<file path="src/hdl/ccs_pkg.sv">
// Shared types and constants of the codebook cosine similarity core.
package ccs_pkg;

	localparam int ACC_W = 48;
	localparam int VAL_W = 16;
	localparam int QUEUE_DEPTH = 2;
	localparam int QCNT_W = $clog2(QUEUE_DEPTH + 1);
	localparam logic [14:0] ONE_Q14 = 15'd16384;

	typedef struct packed {
		logic [ACC_W-1:0] dot;
		logic [ACC_W-1:0] na;
		logic [ACC_W-1:0] nb;
	} sums_t;

	typedef struct packed {
		logic  empty;
		logic  [QCNT_W-1:0] cnt;
		sums_t head;
	} q_stat_t;

endpackage

</file>
<file path="src/hdl/ccs_back.sv">
// Back end: norm product, bitwise search of the rounded ratio, result register.
module ccs_back (
	input  logic clk,
	input  logic arst_n,
	input  ccs_pkg::q_stat_t q_stat,
	output logic q_rd,
	output logic empty,
	input  logic pop,
	output logic signed [15:0] similarity,
	output logic degenerate
);
	import ccs_pkg::*;

	typedef enum logic [6:0] {
		B_IDLE = 7'b0000001,
		B_MULP = 7'b0000010,
		B_MULR = 7'b0000100,
		B_KSQ  = 7'b0001000,
		B_MULT = 7'b0010000,
		B_OUT  = 7'b0100000,
		B_HOLD = 7'b1000000
	} bst_t;

	bst_t st_q;
	logic [127:0] mc_q, acc_q, r_q;
	logic [47:0] mp_q, mag_q;
	logic [95:0] p_q;
	logic neg_q, deg_q, res_valid_q, res_deg_q;
	logic [14:0] qv_q, cand_q, cand;
	logic [3:0] bit_q;
	logic [15:0] kk;
	logic [29:0] k2;
	logic signed [15:0] res_sim_q;
	logic signed [ACC_W-1:0] dot_s;

	assign dot_s = q_stat.head.dot;
	assign cand = qv_q | (15'd1 << bit_q);
	assign kk = {cand, 1'b0} - 16'd1;
	assign k2 = kk[14:0] * kk[14:0];
	assign q_rd = (st_q == B_IDLE) && !q_stat.empty;

	always_ff @(posedge clk or negedge arst_n) begin
		if (!arst_n) begin
			st_q <= B_IDLE;
			res_valid_q <= 1'b0;
		end else begin
			if (pop && res_valid_q)
				res_valid_q <= 1'b0;
			unique case (st_q)
				B_IDLE: begin
					if (!q_stat.empty) begin
						neg_q <= dot_s[ACC_W-1];
						mag_q <= dot_s[ACC_W-1] ? 48'(-dot_s) : 48'(dot_s);
						qv_q <= '0;
						if (q_stat.head.na == '0 || q_stat.head.nb == '0) begin
							deg_q <= 1'b1;
							st_q <= B_OUT;
						end else begin
							deg_q <= 1'b0;
							mc_q <= 128'(q_stat.head.na);
							mp_q <= q_stat.head.nb;
							acc_q <= '0;
							st_q <= B_MULP;
						end
					end
				end
				B_MULP, B_MULR, B_MULT: begin
					if (mp_q == '0) begin
						acc_q <= '0;
						if (st_q == B_MULP) begin
							p_q <= acc_q[95:0];
							mc_q <= 128'(mag_q);
							mp_q <= mag_q;
							st_q <= B_MULR;
						end else if (st_q == B_MULR) begin
							r_q <= acc_q << 30;
							bit_q <= 4'd14;
							st_q <= B_KSQ;
						end else begin
							if (acc_q <= r_q)
								qv_q <= cand_q;
							bit_q <= bit_q - 4'd1;
							st_q <= (bit_q == '0) ? B_OUT : B_KSQ;
						end
					end else begin
						if (mp_q[0])
							acc_q <= acc_q + mc_q;
						mc_q <= mc_q << 1;
						mp_q <= mp_q >> 1;
					end
				end
				B_KSQ: begin
					if (cand > ONE_Q14) begin
						bit_q <= bit_q - 4'd1;
						st_q <= (bit_q == '0) ? B_OUT : B_KSQ;
					end else begin
						cand_q <= cand;
						mc_q <= 128'(p_q);
						mp_q <= 48'(k2);
						acc_q <= '0;
						st_q <= B_MULT;
					end
				end
				B_OUT: begin
					if (!res_valid_q) begin
						res_valid_q <= 1'b1;
						res_deg_q <= deg_q;
						res_sim_q <= neg_q ? 16'd0 - {1'b0, qv_q} : {1'b0, qv_q};
						st_q <= B_IDLE;
					end
				end
				B_HOLD: st_q <= B_IDLE;
				default: st_q <= B_IDLE;
			endcase
		end
	end

	assign empty = !res_valid_q;
	assign similarity = res_sim_q;
	assign degenerate = res_deg_q;

	a_hold: assert property (@(posedge clk) disable iff (!arst_n)
		(st_q == B_OUT && res_valid_q && !pop) |=> st_q == B_OUT)
		else $error("result overwritten");
	a_deg: assert property (@(posedge clk) disable iff (!arst_n)
		(res_valid_q && res_deg_q) |-> res_sim_q == '0) else $error("degenerate not zero");
	a_cand: assert property (@(posedge clk) disable iff (!arst_n)
		st_q == B_MULT |-> cand_q <= ONE_Q14) else $error("candidate above one");
	a_take: assert property (@(posedge clk) disable iff (!arst_n)
		(st_q == B_MULT && mp_q == '0 && acc_q <= r_q) |=> qv_q == $past(cand_q))
		else $error("accepted candidate lost");

endmodule

</file>
<file path="config.mk">
export PLATFORM = sky130hd
export DESIGN_NAME = ccs_back
export DESIGN_NICKNAME = d
export VERILOG_FILES = /design/src/hdl/ccs_pkg.sv /design/src/hdl/ccs_back.sv
export SDC_FILE = /design/constraint.sdc
export NUM_CORES = 2
export LEC_CHECK = 0
export CORE_MARGIN = 1.5
export CORE_UTILIZATION = 40
export CTS_CLUSTER_DIAMETER = 40
export DETAILED_ROUTE_END_ITERATION = 6
export DONT_BUFFER_PORTS = 1
export HOLD_SLACK_MARGIN = 0.15
export PLACE_DENSITY_LB_ADDON = 0.25
export SLEW_MARGIN = 20
export SYNTH_ARGS = -nofsm -noshare
export SYNTH_HDL_FRONTEND = slang
export SYNTH_SLANG_ARGS = --single-unit
export TNS_END_PERCENT = 1
</file>
<file path="constraint.sdc">
create_clock -name clk -period 10.99 [get_ports clk]
set_input_delay 2.7475 -clock clk [delete_from_list [all_inputs] [get_ports clk]]
set_output_delay 2.7475 -clock clk [all_outputs]
set_load 0.005 [all_outputs]
</file>
==> impl_results.md <==
* Starting Density at 0.4027
* Compound-Gate Fraction of Synth Area at 0.1624
* Clk Latency, worst-skew pair at about 700 ps
* Avg Cell Area, Syn at just over 10 um2
* Post-cts resize count at 0
* Synth cell types at 90
* Crit path max fanout at 10
* Flops & latches, synth at 606
* Worst Reg2Reg Path Length in Cells at 29
* Hold WS at ~500 ps
* Htree depth at 3
* Overflow after GRT at 0
* Mux cell area share after synthesis at 0.01427
* Post-Synth Simple-Gate Area at 0.1312
* Antenna violations before repair at 9
* Port buffer count at 0
* Syn. warnings at 0
* CP Capture Type: flop
* Synth top area share at 0.4328
* Fillers at a little under 10000
* Max_cap viols at 0
* Final hold vios at 0
* Core footprint at 103200 um2
* Ys async rst share at 0.01155
* Post-Route WL at 132.3 mm
* WS Path Type: reg -> reg
* TritonRoute pass-1 iters at 5
* Largest family of logic cells by synthesized area: adder cells
* I/O pin count at 169
* Hold Path Depth at 1
* Max-Slew Margin vs Limit at 0.1601
* Global-route wire length before repair at 198.2 mm
* Postcts setup bufs at 0
* Cts bufs inserted at between 100 and 150
* Share of cells above drive strength 1 at 0.06565
* Status: completed
* Pin count of the biggest net entering global routing at ~180
* Post-CTS Hold Buffers at 0
* Width of the die at 325.3 um
* Startpoint Class: flop
* CTS tree: done
* Primary FF master, synth: edfxtp_1
* Clock skew at approximately 35 ps
* Reg2reg setup slack at approximately 1400 ps
* Vias in the first global route at 31211
* Max clock buf depth at 3
* Setup Viol. Count Final at 0
* Required time of the critical path at around 11000 ps
* Final GP Congestion at about 0.97
* Sequential fraction of the synthesis area at 0.4371
* Hold Path Class: reg -> reg
* Util after Layout at 0.4511
* Synth Area in XOR/XNOR at 0.04218
* Area grow syn2layout at 12.03%
* Post-synth EDFFs at approximately 600
* Actual slew at the worst max-slew pin at about 1200 ps
* Clock root cell: clkbuf_16
* Setup TNS at 0 ps
* NumNets Final at between 4000 and 5000
* Die extent in y at around 330 um
* Final Max Tran Viols at 0
* 1st-iter DRT viols at just under 3000
* Site Rows at approximately 120
* Worst EP arrival at roughly 10000 ps
* FF+latch area at around 18000 um2
* Clock slew at reported path FFs at ~60 ps
* DRC at 0
* Hold_sp: cand_q[5]
* Detailed placement HPWL at about 100 mm
* Syn_nets at 4660
* Adder-cell share of the synthesized area at 0.1634
* Synth area leader: edfxtp_1
* Multi-input gate area at between 20000 and 25000 um2
* Gate Count Post-Synth at 4050
* Most numerous cell in the Yosys netlist: edfxtp_1
* Crit-path slowest cell: xnor2_1
* Top post-synthesis cells by count: 599 x edfxtp_1, 370 x inv_1, 363 x a21oi_1
* Total GRT Usage at 0.2471
* FF-to-FF Start: bit_q[0]
* Die ar. at 105800 um2
* Final worst-path cycle share at 0.8697
* Slowest cell delay on critical path at between 700 and 800 ps
* ANT nets after route at 0
* # clock sinks at ~610
* Post-DR vias/cell at ~5.8
* Mapped Area at approximately 42000 um2
* Fmax at between 0.1 and 0.15 GHz
* Hold EP: qv_q[5]
* Final min period at ~9600 ps
* Via count at 31696
* Capturing point of the worst reg2reg path: mp_q[23]
* Synth top area cells: edfxtp_1 43%, ha_1 9.7%, fa_1 6.6%
* WL/cell at about 24 um
* RSZ-0062 raised after global routing: no
placed cells by master (no fill, tap or decap), drive strengths merged, types with 46 or more instances in the layout:
master | synthesis | layout
a21o | 77 | 77
a21oi | 363 | 363
a22o | 48 | 48
a22oi | 56 | 56
and3 | 51 | 51
clkbuf | 141 | 109
clkinv | 6 | 47
edfxtp | 599 | 599
fa | 138 | 138
ha | 322 | 322
inv | 372 | 395
mux2i | 57 | 57
nand2 | 286 | 286
nand3 | 46 | 46
nand4 | 111 | 111
nor2 | 323 | 323
nor3 | 75 | 75
nor4 | 69 | 69
o21ai | 231 | 231
o21bai | 46 | 46
xnor2 | 143 | 143
xor2 | 55 | 55
routing by layer:
metal / up-vias / global-route usage / wire length (um)
met5: - / 0 / 197
met4: 14 / 0.08259 / 4520
met3: 227 / 0.06354 / 10360
met2: 1091 / 0.4028 / 61920
met1: 15514 / 0.3190 / 55320
li1: 14850 / - / -
through the flow:
step           instances  cell area [um2]  setup WS, ps
2_1_floorplan       4050            41560         879.6
3_3_place_gp        5301            43020          1639
3_5_place_dp        5301            43020          1517
4_1_cts             5492            46510          1423
5_1_grt             5493            46540         942.9
6_report            5499            46560          1432
flip-flops by register name, summed over array words and instances, names as in the netlist, 4 cells and up:
name and count:
acc_q 128, bit_q 4, cand_q 15, mag_q 48
mc_q 128, mp_q 48, p_q 96, qv_q 15
r_q 98, similarity 16, st_q 6
critical path: cells and delay by family (launching register included):
kind	cells	cell delay (ps)
DFF	1	430
and+or+nand+nor	4	920
AOI/OAI and AO/OA	8	2170
adders and majority gates	8	3710
xor gates and xnor gates	2	940
buffers and inverters	7	1080
kinds of logic (layout without fill, tap and decap cells):
kind of cell / after synthesis / after routing
other: 0 / 6
muxes: 59 / 59
DFF: 606 / 606
adders and majority gates: 460 / 460
buffers and inverters: 543 / 606
and+or+nand+nor: 1121 / 1121
AOI/OAI and AO/OA: 1063 / 1063
xor gates and xnor gates: 198 / 198
worst max path at each step:
stage	from	slack (ps)	endpoint	depth (start not counted)
6_report	bit_q[0]	1430	mp_q[23]	29
5_1_grt	bit_q[0]	940	mp_q[28]	30
3_3_place_gp	bit_q[0]	1640	mp_q[23]	29
3_5_place_dp	bit_q[0]	1520	mp_q[23]	29
4_1_cts	bit_q[0]	1420	mp_q[23]	29
2_1_floorplan	arst_n	880	r_q[100]	2
layout make-up:
| class | count | area share |
|---|---|---|
| multi-input combinational | 2901 | 0.4603 |
| clock inverter | 82 | 0.01914 |
| tap | 1380 | 0.03709 |
| antenna | 6 | 0.0003225 |
| clock buffer | 109 | 0.05585 |
| timing repair buffer | 37 | 0.006665 |
| inverter | 378 | 0.03053 |
| sequential | 606 | 0.3901 |
Power is left out: the tool's default activity adds up to more than one toggle a clock period on the data nets, which glitch-free logic cannot reach.
