===== src/hdl/ccs_pkg.sv =====
// Shared types and constants of the codebook cosine similarity core.
package ccs_pkg;

	localparam int ACC_W = 48;
	localparam int VAL_W = 16;
	localparam int QUEUE_DEPTH = 2;
	localparam int QCNT_W = $clog2(QUEUE_DEPTH + 1);
	localparam logic [14:0] ONE_Q14 = 15'd16384;

	typedef struct packed {
		logic [ACC_W-1:0] dot;
		logic [ACC_W-1:0] na;
		logic [ACC_W-1:0] nb;
	} sums_t;

	typedef struct packed {
		logic  empty;
		logic  [QCNT_W-1:0] cnt;
		sums_t head;
	} q_stat_t;

endpackage


===== src/hdl/ccs_fifo.sv =====
// Short queue of finished sums between front and back end.
module ccs_fifo (
	input  logic clk,
	input  logic arst_n,
	input  logic wr,
	input  ccs_pkg::sums_t wdata,
	input  logic rd,
	output ccs_pkg::q_stat_t stat
);
	import ccs_pkg::*;

	localparam int PW = (QUEUE_DEPTH > 1) ? $clog2(QUEUE_DEPTH) : 1;

	sums_t buf_q [QUEUE_DEPTH];
	logic [PW-1:0] wp_q, rp_q;
	logic [QCNT_W-1:0] cnt_q;

	always_ff @(posedge clk) begin
		if (wr)
			buf_q[wp_q] <= wdata;
	end

	always_ff @(posedge clk or negedge arst_n) begin
		if (!arst_n) begin
			wp_q <= '0;
			rp_q <= '0;
			cnt_q <= '0;
		end else begin
			if (wr)
				wp_q <= (wp_q == PW'(QUEUE_DEPTH - 1)) ? '0 : wp_q + 1'b1;
			if (rd)
				rp_q <= (rp_q == PW'(QUEUE_DEPTH - 1)) ? '0 : rp_q + 1'b1;
			cnt_q <= cnt_q + QCNT_W'(wr) - QCNT_W'(rd);
		end
	end

	assign stat.empty = cnt_q == '0;
	assign stat.cnt = cnt_q;
	assign stat.head = buf_q[rp_q];

endmodule


===== config.mk =====
export PLATFORM = sky130hd
export DESIGN_NAME = ccs_fifo
export DESIGN_NICKNAME = d
export VERILOG_FILES = /design/src/hdl/ccs_pkg.sv /design/src/hdl/ccs_fifo.sv
export SDC_FILE = /design/constraint.sdc
export NUM_CORES = 1
export LEC_CHECK = 0
export BUFFER_PORTS_ARGS = -buffer_cell sky130_fd_sc_hd__clkbuf_2
export CAP_MARGIN = 5
export CORE_MARGIN = 2
export CORE_UTILIZATION = 45
export CTS_CLUSTER_DIAMETER = 40
export CTS_CLUSTER_SIZE = 16
export DETAILED_ROUTE_END_ITERATION = 6
export GPL_TIMING_DRIVEN = 0
export PLACE_DENSITY = 0.7
export SLEW_MARGIN = 30
export SYNTH_ARGS = -nofsm -noshare
export SYNTH_HDL_FRONTEND = slang
export SYNTH_SLANG_ARGS = --single-unit

===== constraint.sdc =====
create_clock -name clk -period 9.2 [get_ports clk]
set_input_delay 0.92 -clock clk [delete_from_list [all_inputs] [get_ports clk]]
set_output_delay 0.92 -clock clk [all_outputs]
set_load 0.02 [all_outputs]

==> impl_results.md, run 1 <==
- Hold Crit Class: input port to asynchronous set/reset pin
- First-pass GRT wire length: 31.7 mm
- Num rows: 56
- Post-Syn Area: 0.0108 mm^2
- CP max stage delay: 0.34 ns
- WL per Instance: 18.0 um
- Critical path fanouts, max: 10
- YS warnings: 0
- DP Worst Slack: 6.63 ns
- Vias per inst: 4.82
- Slowest-stage cell, CP: dfrtp_1
- Final #Nets: 956
- Iteration-0 DRC count of the detailed router: 297
- Initial antenna violation count: 0
- Largest net degree at the start of global routing: 46
- Max-cap violations: 0
- Setup ws final: 6.38 ns
- Flops & latches, synth: 292
- Commonest non-fill, non-tap cell in the layout: clkbuf_2
- Share of cells above drive strength 1: 63.4%
- TritonCTS buffer count: 38
- Layout Cells excl Fill: 1,155
- Number of global-route vias before repair: 5,866
- Gr usage total: 16.1%
- Drt total wl: 20.8 mm
- Rel. slew slack: 59.0%
- Crit path kind: register to primary output
- Worst setup SP type: register
- CTS tree: built
- Clock H-tree levels: 2
- Slew Limit Fails: 0
- Final setup TNS: 0 ns
- Layout Area Growth over Synthesis: 32.2%
- Mapped Nets: 612
- Antenna-violating nets left: 0
- PostCTS Resize Cnt: 0
- Critical R2R Launch: wp_q
- Power Density: 341 mW/mm^2
- Minimum clock period: 2.82 ns
- Pre-antenna DRT Iters: 4
- RSZ-0062 raised after global routing: false
- Buf/Inv on CP: 4
- Crit share post-route: 30.6%
- Clock Latency Late Sink: 0.50 ns
- CP Cell Sequence: buf_6 -> buf_6 -> buf_6 -> mux2_4 -> clkbuf_2
- Tightest Pin Transition: 0.614 ns
- Post-synthesis sequential area ratio: 81.2%
- FF-to-FF path depth: 4
- # diodes: 0
- # port buffers: 294
- Clock Skew: 0.0113 ns
- Placed cell count: 1,085
- Setup bufs post-CTS: 0
- VDD IR-drop max: 237 uV
- Initial Utilization: 45.9%
- Synth Area per Inst: 23.3 um^2
- Die H: 159 um
- Status: finished clean
- # IOs: 295
- Worst endpoint data arrival time: 1.90 ns
- Final hold vios: 0
- Die ar.: 0.0252 mm^2
- Reg2reg end: buf_q[0][81]
- Worst Path Required: 8.28 ns
- Hpwl dp: 14.8 mm
- Clk slew on worst S/H paths: 0.05 ns
- Worst setup EP type: primary output
- Hold_buf cts: 0
- Total setup violations reported at the end of the flow: 0
- Die W: 159 um
- Worst hold margin: 0.222 ns
- Longest Clk Path Bufs: 3
- Fmax: 355 MHz
- Critical path launch point: rp_q
- Root Driver: clkbuf_16
- Core region area: 0.0235 mm^2
- Gr ovfl total: 0
- Most frequent cells in the layout: clkbuf_2 (294), edfxtp_1 (288), mux2_2 (94), mux2_4 (50), clkbuf_16 (41)
- Reg2Reg Setup Slack: 7.31 ns
- Most frequent CP cell: buf_6
- Synth unique cells: 13
- DR vias: 5,563
- Clock sink total: 292
- Post-Syn Instances: 462
- RD Place Congestion: 0.747
- Kind of cell adding the most delay to the critical path: buffers and inverters
- Post-route DRC: 0
- Leakage power: 5.64 nW
## cells by family (layout without fill, tap and decap cells)
family                   after synthesis  in the layout  share of synthesized area, %
flip-flops                           292            292                          81.2
adder cells (fa/ha/maj)                2              2                         0.232
multiplexers                         144            144                          16.8
buffers and inverters                 18            392                          1.22
XOR/XNOR                               3              3                         0.383
AND/OR/NAND/NOR                        3              3                         0.151
## how the worst max path moves through the flow
| stage | slack (ns) | end | depth (start not counted) |
|---|---|---|---|
| after floorplan | 1.38 | buf_q[0][0] | 1 |
| after global placement | -1.80 | buf_q[0][80] | 2 |
| after detailed placement | 6.63 | buf_q[0][78] | 5 |
| after CTS | 6.33 | stat[101] | 5 |
| after global routing | 6.30 | stat[101] | 5 |
| final | 6.38 | stat[101] | 5 |
## cell type report
cell class | instances | area [um^2]
multi-input combinational | 152 | 1900
clock buffer | 46 | 1040
fill | 1691 | 9230
clock inverter | 24 | 295
tap | 319 | 399
sequential | 292 | 8750
inverter | 2 | 7.51
buffer | 16 | 124
timing repair buffer | 304 | 1720
## sequential cells by signal, summed over array words and instances (netlist names)
name and count:
rp_q 1, cnt_q 2, wp_q 1, buf_q 288
## cells in the mapped netlist
library cell / n / share of area, %
buf_2: 9 / 0.42
mux2_4: 50 / 7.0
nor2b_1: 1 / 0.058
nor2_1: 1 / 0.035
buf_6: 7 / 0.73
and2_1: 1 / 0.058
mux2_2: 94 / 9.8
inv_1: 2 / 0.070
edfxtp_1: 288 / 80
xor3_1: 1 / 0.22
dfrtp_1: 4 / 0.93
ha_1: 2 / 0.23
xor2_1: 2 / 0.16
## layer usage
layer | routed length [um] | vias up | global-route usage (%) | part of all wire [%]
li1 | - | 2557 | - | -
met1 | 8270 | 2726 | 19.7 | 40
met2 | 10100 | 243 | 26.6 | 49
met3 | 1820 | 37 | 5.62 | 8.8
met4 | 542 | 0 | 5.67 | 2.6
met5 | 0 | - | 0 | 0
## power by group
part / leakage (nW) / switching, mW / internal, mW / total (mW)
logic: 2.25 / 0.889 / 0.654 / 1.54
clock network: 0.633 / 0.557 / 0.941 / 1.50
registers: 2.75 / 0.0579 / 1.76 / 1.82
total: 5.64 / 1.50 / 3.36 / 4.86
## metrics by stage
step | util (%) | cell area [um^2] | power (mW)
6_report | 60.7 | 14200 | 4.86
5_1_grt | 60.7 | 14200 | 5.06
4_1_cts | 60.7 | 14200 | 4.92
3_5_place_dp | 55.0 | 12900 | 3.41
3_3_place_gp | 53.9 | 12600 | 3.38
2_1_floorplan | - | 10800 | 2.93
(Power assumes the default switching activity.)
==> run 2: changes to the inputs <==
==> constraint.sdc (replaced) <==
create_clock -name clk -period 2.8 [get_ports clk]
set_input_delay 0.28 -clock clk [delete_from_list [all_inputs] [get_ports clk]]
set_output_delay 0.28 -clock clk [all_outputs]
set_load 0.02 [all_outputs]
==> run 2 against run 1 <==
Against the previous run: clock skew grew 0.0014 ns; register-to-register slack lost 6.3 ns; combinational power rose to 3.4 times the previous value; clock-buffer cell count decreased by 5.
==> impl_results.md, run 2 (synthesis gave the netlist of run 1 again) <==
- Status: finished clean
- Clock H-tree levels: 2 (unchanged)
- Clock Latency Late Sink: 0.49 ns (about the same)
- Root Driver: clkbuf_16
- Power Density: 1010 mW/mm^2 (+200%)
- Commonest non-fill, non-tap cell in the layout: clkbuf_2
- Rel. slew slack: 54.0% (-5.0 points)
- Clock share of power: 28.2% (-2.6 points)
- CTS tree: built
- Post-route DRC: 0 (unchanged)
- Sw Ratio: 31.1% (+0.21 points)
- Max-cap violations: 0 (unchanged)
- Hold Crit Class: input port to asynchronous set/reset pin
- Worst endpoint data arrival time: 1.89 ns (about the same)
- Layout Area Growth over Synthesis: 44.1%
- TritonCTS buffer count: 35 (-7.9%)
- Leakage power: 6.17 nW (+9.5%)
- RD Place Congestion: 0.778 (+4.1%)
- Initial Utilization: 45.9% (unchanged)
- Area after DPL: 0.0129 mm^2 (about the same)
- Longest Clk Path Bufs: 3 (unchanged)
- Share of cells above drive strength 1: 53.2% (-10 points)
- Kind of cell adding the most delay to the critical path: buffers and inverters
- CP max stage delay: 0.34 ns (about the same)
- Hpwl dp: 14.6 mm (-1.6%)
- Largest net degree at the start of global routing: 52 (+13%)
- P_sw: 4.88 mW (+220%)
- Worst Path Required: 2.52 ns (-5.76 ns)
- Num rows: 56 (unchanged)
- VDD IR-drop max: 682 uV (+190%)
- Fmax: 461 MHz
- Top Registers: buf_q x288, cnt_q x2
- Multi-input gate area: 0.00190 mm^2 (unchanged)
- Pre-antenna DRT Iters: 5 (+1)
- Slowest-stage cell, CP: dfrtp_1
- RSZ-0062 raised after global routing: false
- Most frequent cells in the layout: clkbuf_2 (294), edfxtp_1 (288), dlygate4sd3_1 (147), mux2_2 (94), mux2_4 (50)
- Final hold vios: 0 (unchanged)
- Gate power share: 33.5% (+1.8 points)
- Clock Skew: 0.0127 ns (+0.00144 ns)
- First-pass GRT wire length: 35.6 mm (+12%)
- Most frequent CP cell: buf_6
- Die W: 159 um (unchanged)
- Number of global-route vias before repair: 6,818 (+16%)
- Clock sink total: 292 (unchanged)
- Total area of sequential cells: 0.00875 mm^2 (unchanged)
- Vias per inst: 4.75 (-1.3%)
- Antenna-violating nets left: 0 (unchanged)
- Minimum clock period: 2.17 ns
- Final Cell Area: 0.0155 mm^2 (+9.0%)
- Internal: 10.8 mW (+220%)
- Iteration-0 DRC count of the detailed router: 376 (+27%)
- Final setup TNS: 0 ns (unchanged)
- Setup bufs post-CTS: 0 (unchanged)
- Worst setup SP type: register
- Fillers: 1,530 (-9.5%)
- Die ar.: 0.0252 mm^2 (unchanged)
- Slew Limit Fails: 0 (unchanged)
- Core region area: 0.0235 mm^2 (unchanged)
- Gr usage total: 17.9% (+1.9 points)
- Worst setup EP type: primary output
- Critical path fanouts, max: 10 (unchanged)
- Die H: 159 um (unchanged)
- CP Cell Sequence: buf_6 -> buf_6 -> buf_6 -> mux2_4 -> clkbuf_2
- Gr ovfl total: 0 (unchanged)
- Initial antenna violation count: 0 (unchanged)
- Top reg by flops: buf_q
- Clk slew on worst S/H paths: 0.06 ns (about the same)
- Buf/Inv on CP: 4 (unchanged)
- Largest register FFs: 288 (unchanged)
- Tightest Pin Transition: 0.688 ns (+0.0741 ns)
- DR vias: 6,144 (+10%)
- Crit path kind: register to primary output
- Crit share post-route: 77.5%
- Drt total wl: 22.9 mm (+10%)
- # diodes: 0 (unchanged)
- Sequential power share: 38.3% (+0.9 points)
- WL per Instance: 17.7 um (-1.6%)
- Total setup violations reported at the end of the flow: 0 (unchanged)
- # port buffers: 294 (unchanged)
- Final #Nets: 1,099 (+15%)
- # IOs: 295 (unchanged)
-- run 2: cell types whose count changed in the layout (fill, tap and decap cells not counted), sizes merged, moves of 3 or more --
| cell | before | now |
|---|---|---|
| clkinvlp | 6 | 2 |
| clkbuf | 340 | 335 |
| dlygate4sd3 | 0 | 147 |
| inv | 6 | 9 |
-- run 2: path summary, 6_finish.rpt --
| kind | start | to | slack (ns) | depth (start not counted) |
|---|---|---|---|---|
| worst max-delay path | rp_q | stat[124] | 0.63 | 5 |
| worst min-delay path | arst_n | cnt_q[0] | 0.12 | 2 |
| min in group clk | wdata[132] | buf_q[0][132] | 0.51 | 2 |
| max in group asynchronous | arst_n | rp_q | 2.55 | 2 |
| worst max register to register | wp_q | buf_q[0][34] | 1.02 | 3 |
| worst min register to register | wp_q | wp_q | 0.56 | 1 |
-- run 2: layout make-up --
| cell class | instances | share of cell area [%] |
|---|---|---|
| flip-flops and latches | 292 | 56.4 |
| clock buffers | 41 | 6.06 |
| clock inverters | 21 | 1.39 |
| inverters | 2 | 0.0484 |
| well taps | 319 | 2.57 |
| repair buffers | 450 | 20.5 |
| multi-input cells | 152 | 12.3 |
| plain buffers | 16 | 0.798 |
-- run 2: repair_timing --
action,CTS,global route
hold buffers,147,0
endpoints found under the hold margin,294,0
resized for setup,0,0
-- run 2: power by group through the flow --
| stage | registers (mW) | logic, mW | clock network (mW) |
|---|---|---|---|
| CTS | 6.00 | 5.30 | 4.50 |
| detailed placement | 6.09 | 5.10 | 0 |
| floorplan | 6.09 | 3.40 | 0 |
| global route | 6.07 | 5.54 | 4.71 |
| finish | 6.00 | 5.25 | 4.41 |
| global placement | 6.13 | 4.78 | 0 |
-- run 2: layer usage --
layer | GRT usage [%] | share of wire, % | wire length [um]
met5 | 0 | 0 | 0
met1 | 20.1 | 38 | 8740
met2 | 32.7 | 52 | 12000
met3 | 4.73 | 6.6 | 1500
met4 | 6.71 | 2.8 | 636
-- run 2: metrics by stage --
| stage | hold WS (ns) | power, mW | setup WS, ns | util [%] | cells |
|---|---|---|---|---|---|
| after floorplan | -0.0156 | 9.49 | -0.183 | - | 462 |
| after global placement | 0.0861 | 10.9 | -1.15 | 53.9 | 1075 |
| after detailed placement | 0.0938 | 11.2 | 0.990 | 54.9 | 1084 |
| after CTS | 0.120 | 15.8 | 0.558 | 66.1 | 1293 |
| after global routing | 0.106 | 16.3 | 0.530 | 66.1 | 1293 |
| final | 0.124 | 15.7 | 0.629 | 66.1 | 1293 |
==> run 3: changes to the inputs <==
--- a/config.mk
+++ b/config.mk
@@ -5,6 +5,7 @@
 export SDC_FILE = /design/constraint.sdc
 export NUM_CORES = 1
 export LEC_CHECK = 0
+export ABC_AREA = 1
 export BUFFER_PORTS_ARGS = -buffer_cell sky130_fd_sc_hd__clkbuf_2
 export CAP_MARGIN = 5
 export CORE_MARGIN = 2
==> constraint.sdc (replaced) <==
create_clock -name clk -period 2.17 [get_ports clk]
set_input_delay 0.217 -clock clk [delete_from_list [all_inputs] [get_ports clk]]
set_output_delay 0.217 -clock clk [all_outputs]
set_load 0.02 [all_outputs]
==> run 3 against run 2 <==
Against the previous run: sequential power is 29% higher; sequential cell count unchanged; final cell count rose by 26%; hold slack got worse by 0.070 ns; routed wire length grew 17%; power increased by 36%; clock skew decreased by 0.0045 ns; global-route usage rose by 2.8 points; clock power up 30%; critical endpoint is now stat[8]; largest cell class unchanged; largest power group is now combinational logic.
==> impl_results.md, run 3 <==
- Longest Clk Path Bufs: 3 (unchanged)
- Clock Skew: 0.00825 ns (-0.00450 ns)
- Largest net degree at the start of global routing: 29 (-44%)
- Fmax: 487 MHz
- GRT met3 Usage: 6.22% (+1.5 points)
- Vias per inst: 4.67 (-1.6%)
- Top Registers: buf_q x288, cnt_q x2
- WL per Instance: 16.5 um (-6.8%)
- Top_reg_cell synth: edfxtp_1
- Flops & latches, synth: 292 (unchanged)
- Post-route DRC: 0 (unchanged)
- EDFF count, synth: 288 (unchanged)
- Gr ovfl total: 0 (unchanged)
- Clock H-tree levels: 2 (unchanged)
- Synth unique cells: 14 (+1)
- Final Cell Area: 0.0159 mm^2 (+2.7%)
- Share of cells above drive strength 1: 31.9% (-21 points)
- Met1 Track Usage GR: 22.4% (+2.3 points)
- Rel. slew slack: 70.5% (+16 points)
- Worst setup EP type: primary output
- Layout Area Growth over Synthesis: 44.4%
- Critical R2R Launch: wp_q
- Crit path kind: register to primary output
- Top reg by flops: buf_q
- Main area contributors after synthesis: edfxtp_1 (78%), inv_1 (5.1%), nand2_1 (5.1%)
- Minimum clock period: 2.05 ns
- # IOs: 295 (unchanged)
- Gate power share: 36.8% (+3.3 points)
- Post-Syn Instances: 776 (+68%)
- RSZ-0062 raised after global routing: false
- YS warnings: 0 (unchanged)
- Initial antenna violation count: 4 (+4)
- Mapped Nets: 926 (+51%)
- Post-synthesis sequential area ratio: 79.3% (-1.9 points)
- Clock share of power: 26.9% (-1.3 points)
- Leakage power: 6.86 nW (+11%)
- Num rows: 57 (+1.8%)
- Internal: 13.6 mW (+26%)
- Critical path launch point: rp_q
- Number of global-route vias before repair: 8,003 (+17%)
- Top cells by count, synth: edfxtp_1 (288), inv_1 (151), nand2_1 (150)
- Root Driver: clkbuf_16
- First-pass GRT wire length: 41.6 mm (+17%)
- Power Density: 1340 mW/mm^2 (+33%)
- Gr usage total: 20.7% (+2.8 points)
- P_sw: 7.72 mW (+58%)
- Clock sink total: 292 (unchanged)
- Tightest Pin Transition: 0.443 ns (-0.245 ns)
- DR vias: 7,596 (+24%)
- Reg2Reg Setup Slack: 0.36 ns (-0.66 ns)
- Most frequent cells in the layout: clkbuf_2 (296), edfxtp_1 (288), inv_1 (150), nand2_1 (149), dlygate4sd3_1 (147)
- Final #Nets: 1,423 (+29%)
- Post-Syn Area: 0.0110 mm^2 (+2.4%)
- Commonest non-fill, non-tap cell in the layout: clkbuf_2
- # port buffers: 294 (unchanged)
- Critical path fanouts, max: 10 (unchanged)
- Area after DPL: 0.0133 mm^2 (+3.0%)
- Iteration-0 DRC count of the detailed router: 443 (+18%)
- Pre-antenna DRT Iters: 7 (+2)
- Most common cell in the netlist: edfxtp_1
- Post-synth top area share: 78.4% (-1.9 points)
- Sequential power share: 36.3% (-2.0 points)
- Crit share post-route: 94.5%
- VDD IR-drop max: 1020 uV (+49%)
- Max-cap violations: 0 (unchanged)
- Core region area: 0.0242 mm^2 (+3.0%)
- DP Worst Slack: 0.0613 ns (-0.928 ns)
- Slew Limit Fails: 0 (unchanged)
- Status: finished clean
- TritonCTS buffer count: 35 (unchanged)
- Sw Ratio: 36.2% (+5.1 points)
- Worst setup SP type: register
- Drt total wl: 26.8 mm (+17%)
- Post-synth top area cell: edfxtp_1
- Die W: 161 um (+1.2%)
- Synth Area per Inst: 14.2 um^2 (-39%)
- Global route hottest layer: met2
- Hpwl dp: 16.7 mm (+15%)
- Clock Latency Late Sink: 0.49 ns (about the same)
- Post-synth ARST share: 1.37% (unchanged)
- Setup ws final: 0.118 ns (-0.510 ns)
- Hold Crit Class: input port to asynchronous set/reset pin
- Largest register FFs: 288 (unchanged)
- RD Place Congestion: 0.763 (-1.9%)
- Antenna-violating nets left: 0 (unchanged)
- Total setup violations reported at the end of the flow: 0 (unchanged)
- Worst Path Required: 1.95 ns (-0.57 ns)
- CTS tree: built
- Die ar.: 0.0258 mm^2 (+2.4%)
- Worst endpoint data arrival time: 1.83 ns (-0.06 ns)
- Initial Utilization: 45.6% (-0.26 points)
- Clk slew on worst S/H paths: 0.05 ns (about the same)
- Final hold vios: 0 (unchanged)
- Global Route met2 Usage: 38.2% (+5.5 points)
- Die H: 161 um (+1.2%)
-- run 3: cell count changes after synthesis, moves of 7 or more --
cell / before / now
mux2_4: 50 / 0
o21ai_0: 0 / 78
mux2_2: 94 / 0
buf_2: 9 / 0
nand2_1: 0 / 150
o21ai_1: 0 / 46
buf_6: 7 / 24
o21ai_2: 0 / 20
clkbuf_1: 0 / 7
inv_1: 2 / 151
-- run 3: cell type report --
type / instances / area [um^2]
Sequential cell: 292 / 8750
Fill cell: 1665 / 8240
Timing Repair Buffer: 460 / 3330
Multi-Input combinational cell: 301 / 1420
Clock buffer: 41 / 941
Inverter: 151 / 571
Tap cell: 324 / 405
Buffer: 32 / 307
Clock inverter: 19 / 194
Antenna cell: 5 / 12.5
-- run 3: timing repair --
item / in CTS / in global routing
setup endpoints to repair: 3 / 66
hold endpoints to repair: 294 / 0
pin swaps: 0 / 1
gates resized for setup: 1 / 4
buffers inserted: 0 / 5
hold buffers: 147 / 0
-- run 3: metal layers --
metal | routed length [um] | part of all wire [%]
met2 | 14100 | 52
met5 | 0 | 0
met4 | 968 | 3.6
met1 | 9790 | 36
met3 | 2000 | 7.5
-- run 3: cell families after synthesis --
group | synth area share [%]
AO/OA/AOI/OAI | 7.21
buffers and inverters | 7.89
adder cells (fa/ha/maj) | 0.227
flip-flops | 79.3
XOR/XNOR | 0.159
AND/OR/NAND/NOR | 5.22
-- run 3: worst paths after layout --
path                                 end  cells past startpoint
min in group clk           buf_q[1][114]                      2
min reg2reg                         wp_q                      1
max in group asynchronous       cnt_q[1]                      2
min                             cnt_q[0]                      2
max reg2reg                 buf_q[0][87]                      5
max                              stat[8]                      6
-- run 3: critical path, stage by stage, from the launching register on --
cell,delay [ns]
dfrtp_1,0.34
buf_6,0.17
buf_6,0.23
buf_6,0.17
nand2_1,0.05
o21ai_1,0.14
clkbuf_2,0.22
-- run 3: power groups by stage --
stage          clock [mW]  sequential [mW]  combinational, mW
2_1_floorplan           0             7.90               4.52
3_3_place_gp            0             7.96               7.07
3_5_place_dp            0             7.83               7.56
4_1_cts              5.79             7.72               7.82
5_1_grt              6.05             7.82               8.48
6_report             5.74             7.73               7.84
-- run 3: through the flow --
step / util (%) / hold slack (ns) / power [mW] / cells / TNS (ns)
floorplan: - / -0.0786 / 12.4 / 776 / -238.45
global placement: 53.5 / 0.0317 / 15.0 / 1394 / -612.36
detailed placement: 54.9 / 0.0310 / 15.4 / 1408 / 0
CTS: 65.7 / 0.0424 / 21.3 / 1615 / 0
global route: 65.9 / 0.0570 / 22.3 / 1624 / 0
finish: 65.9 / 0.0542 / 21.3 / 1625 / 0
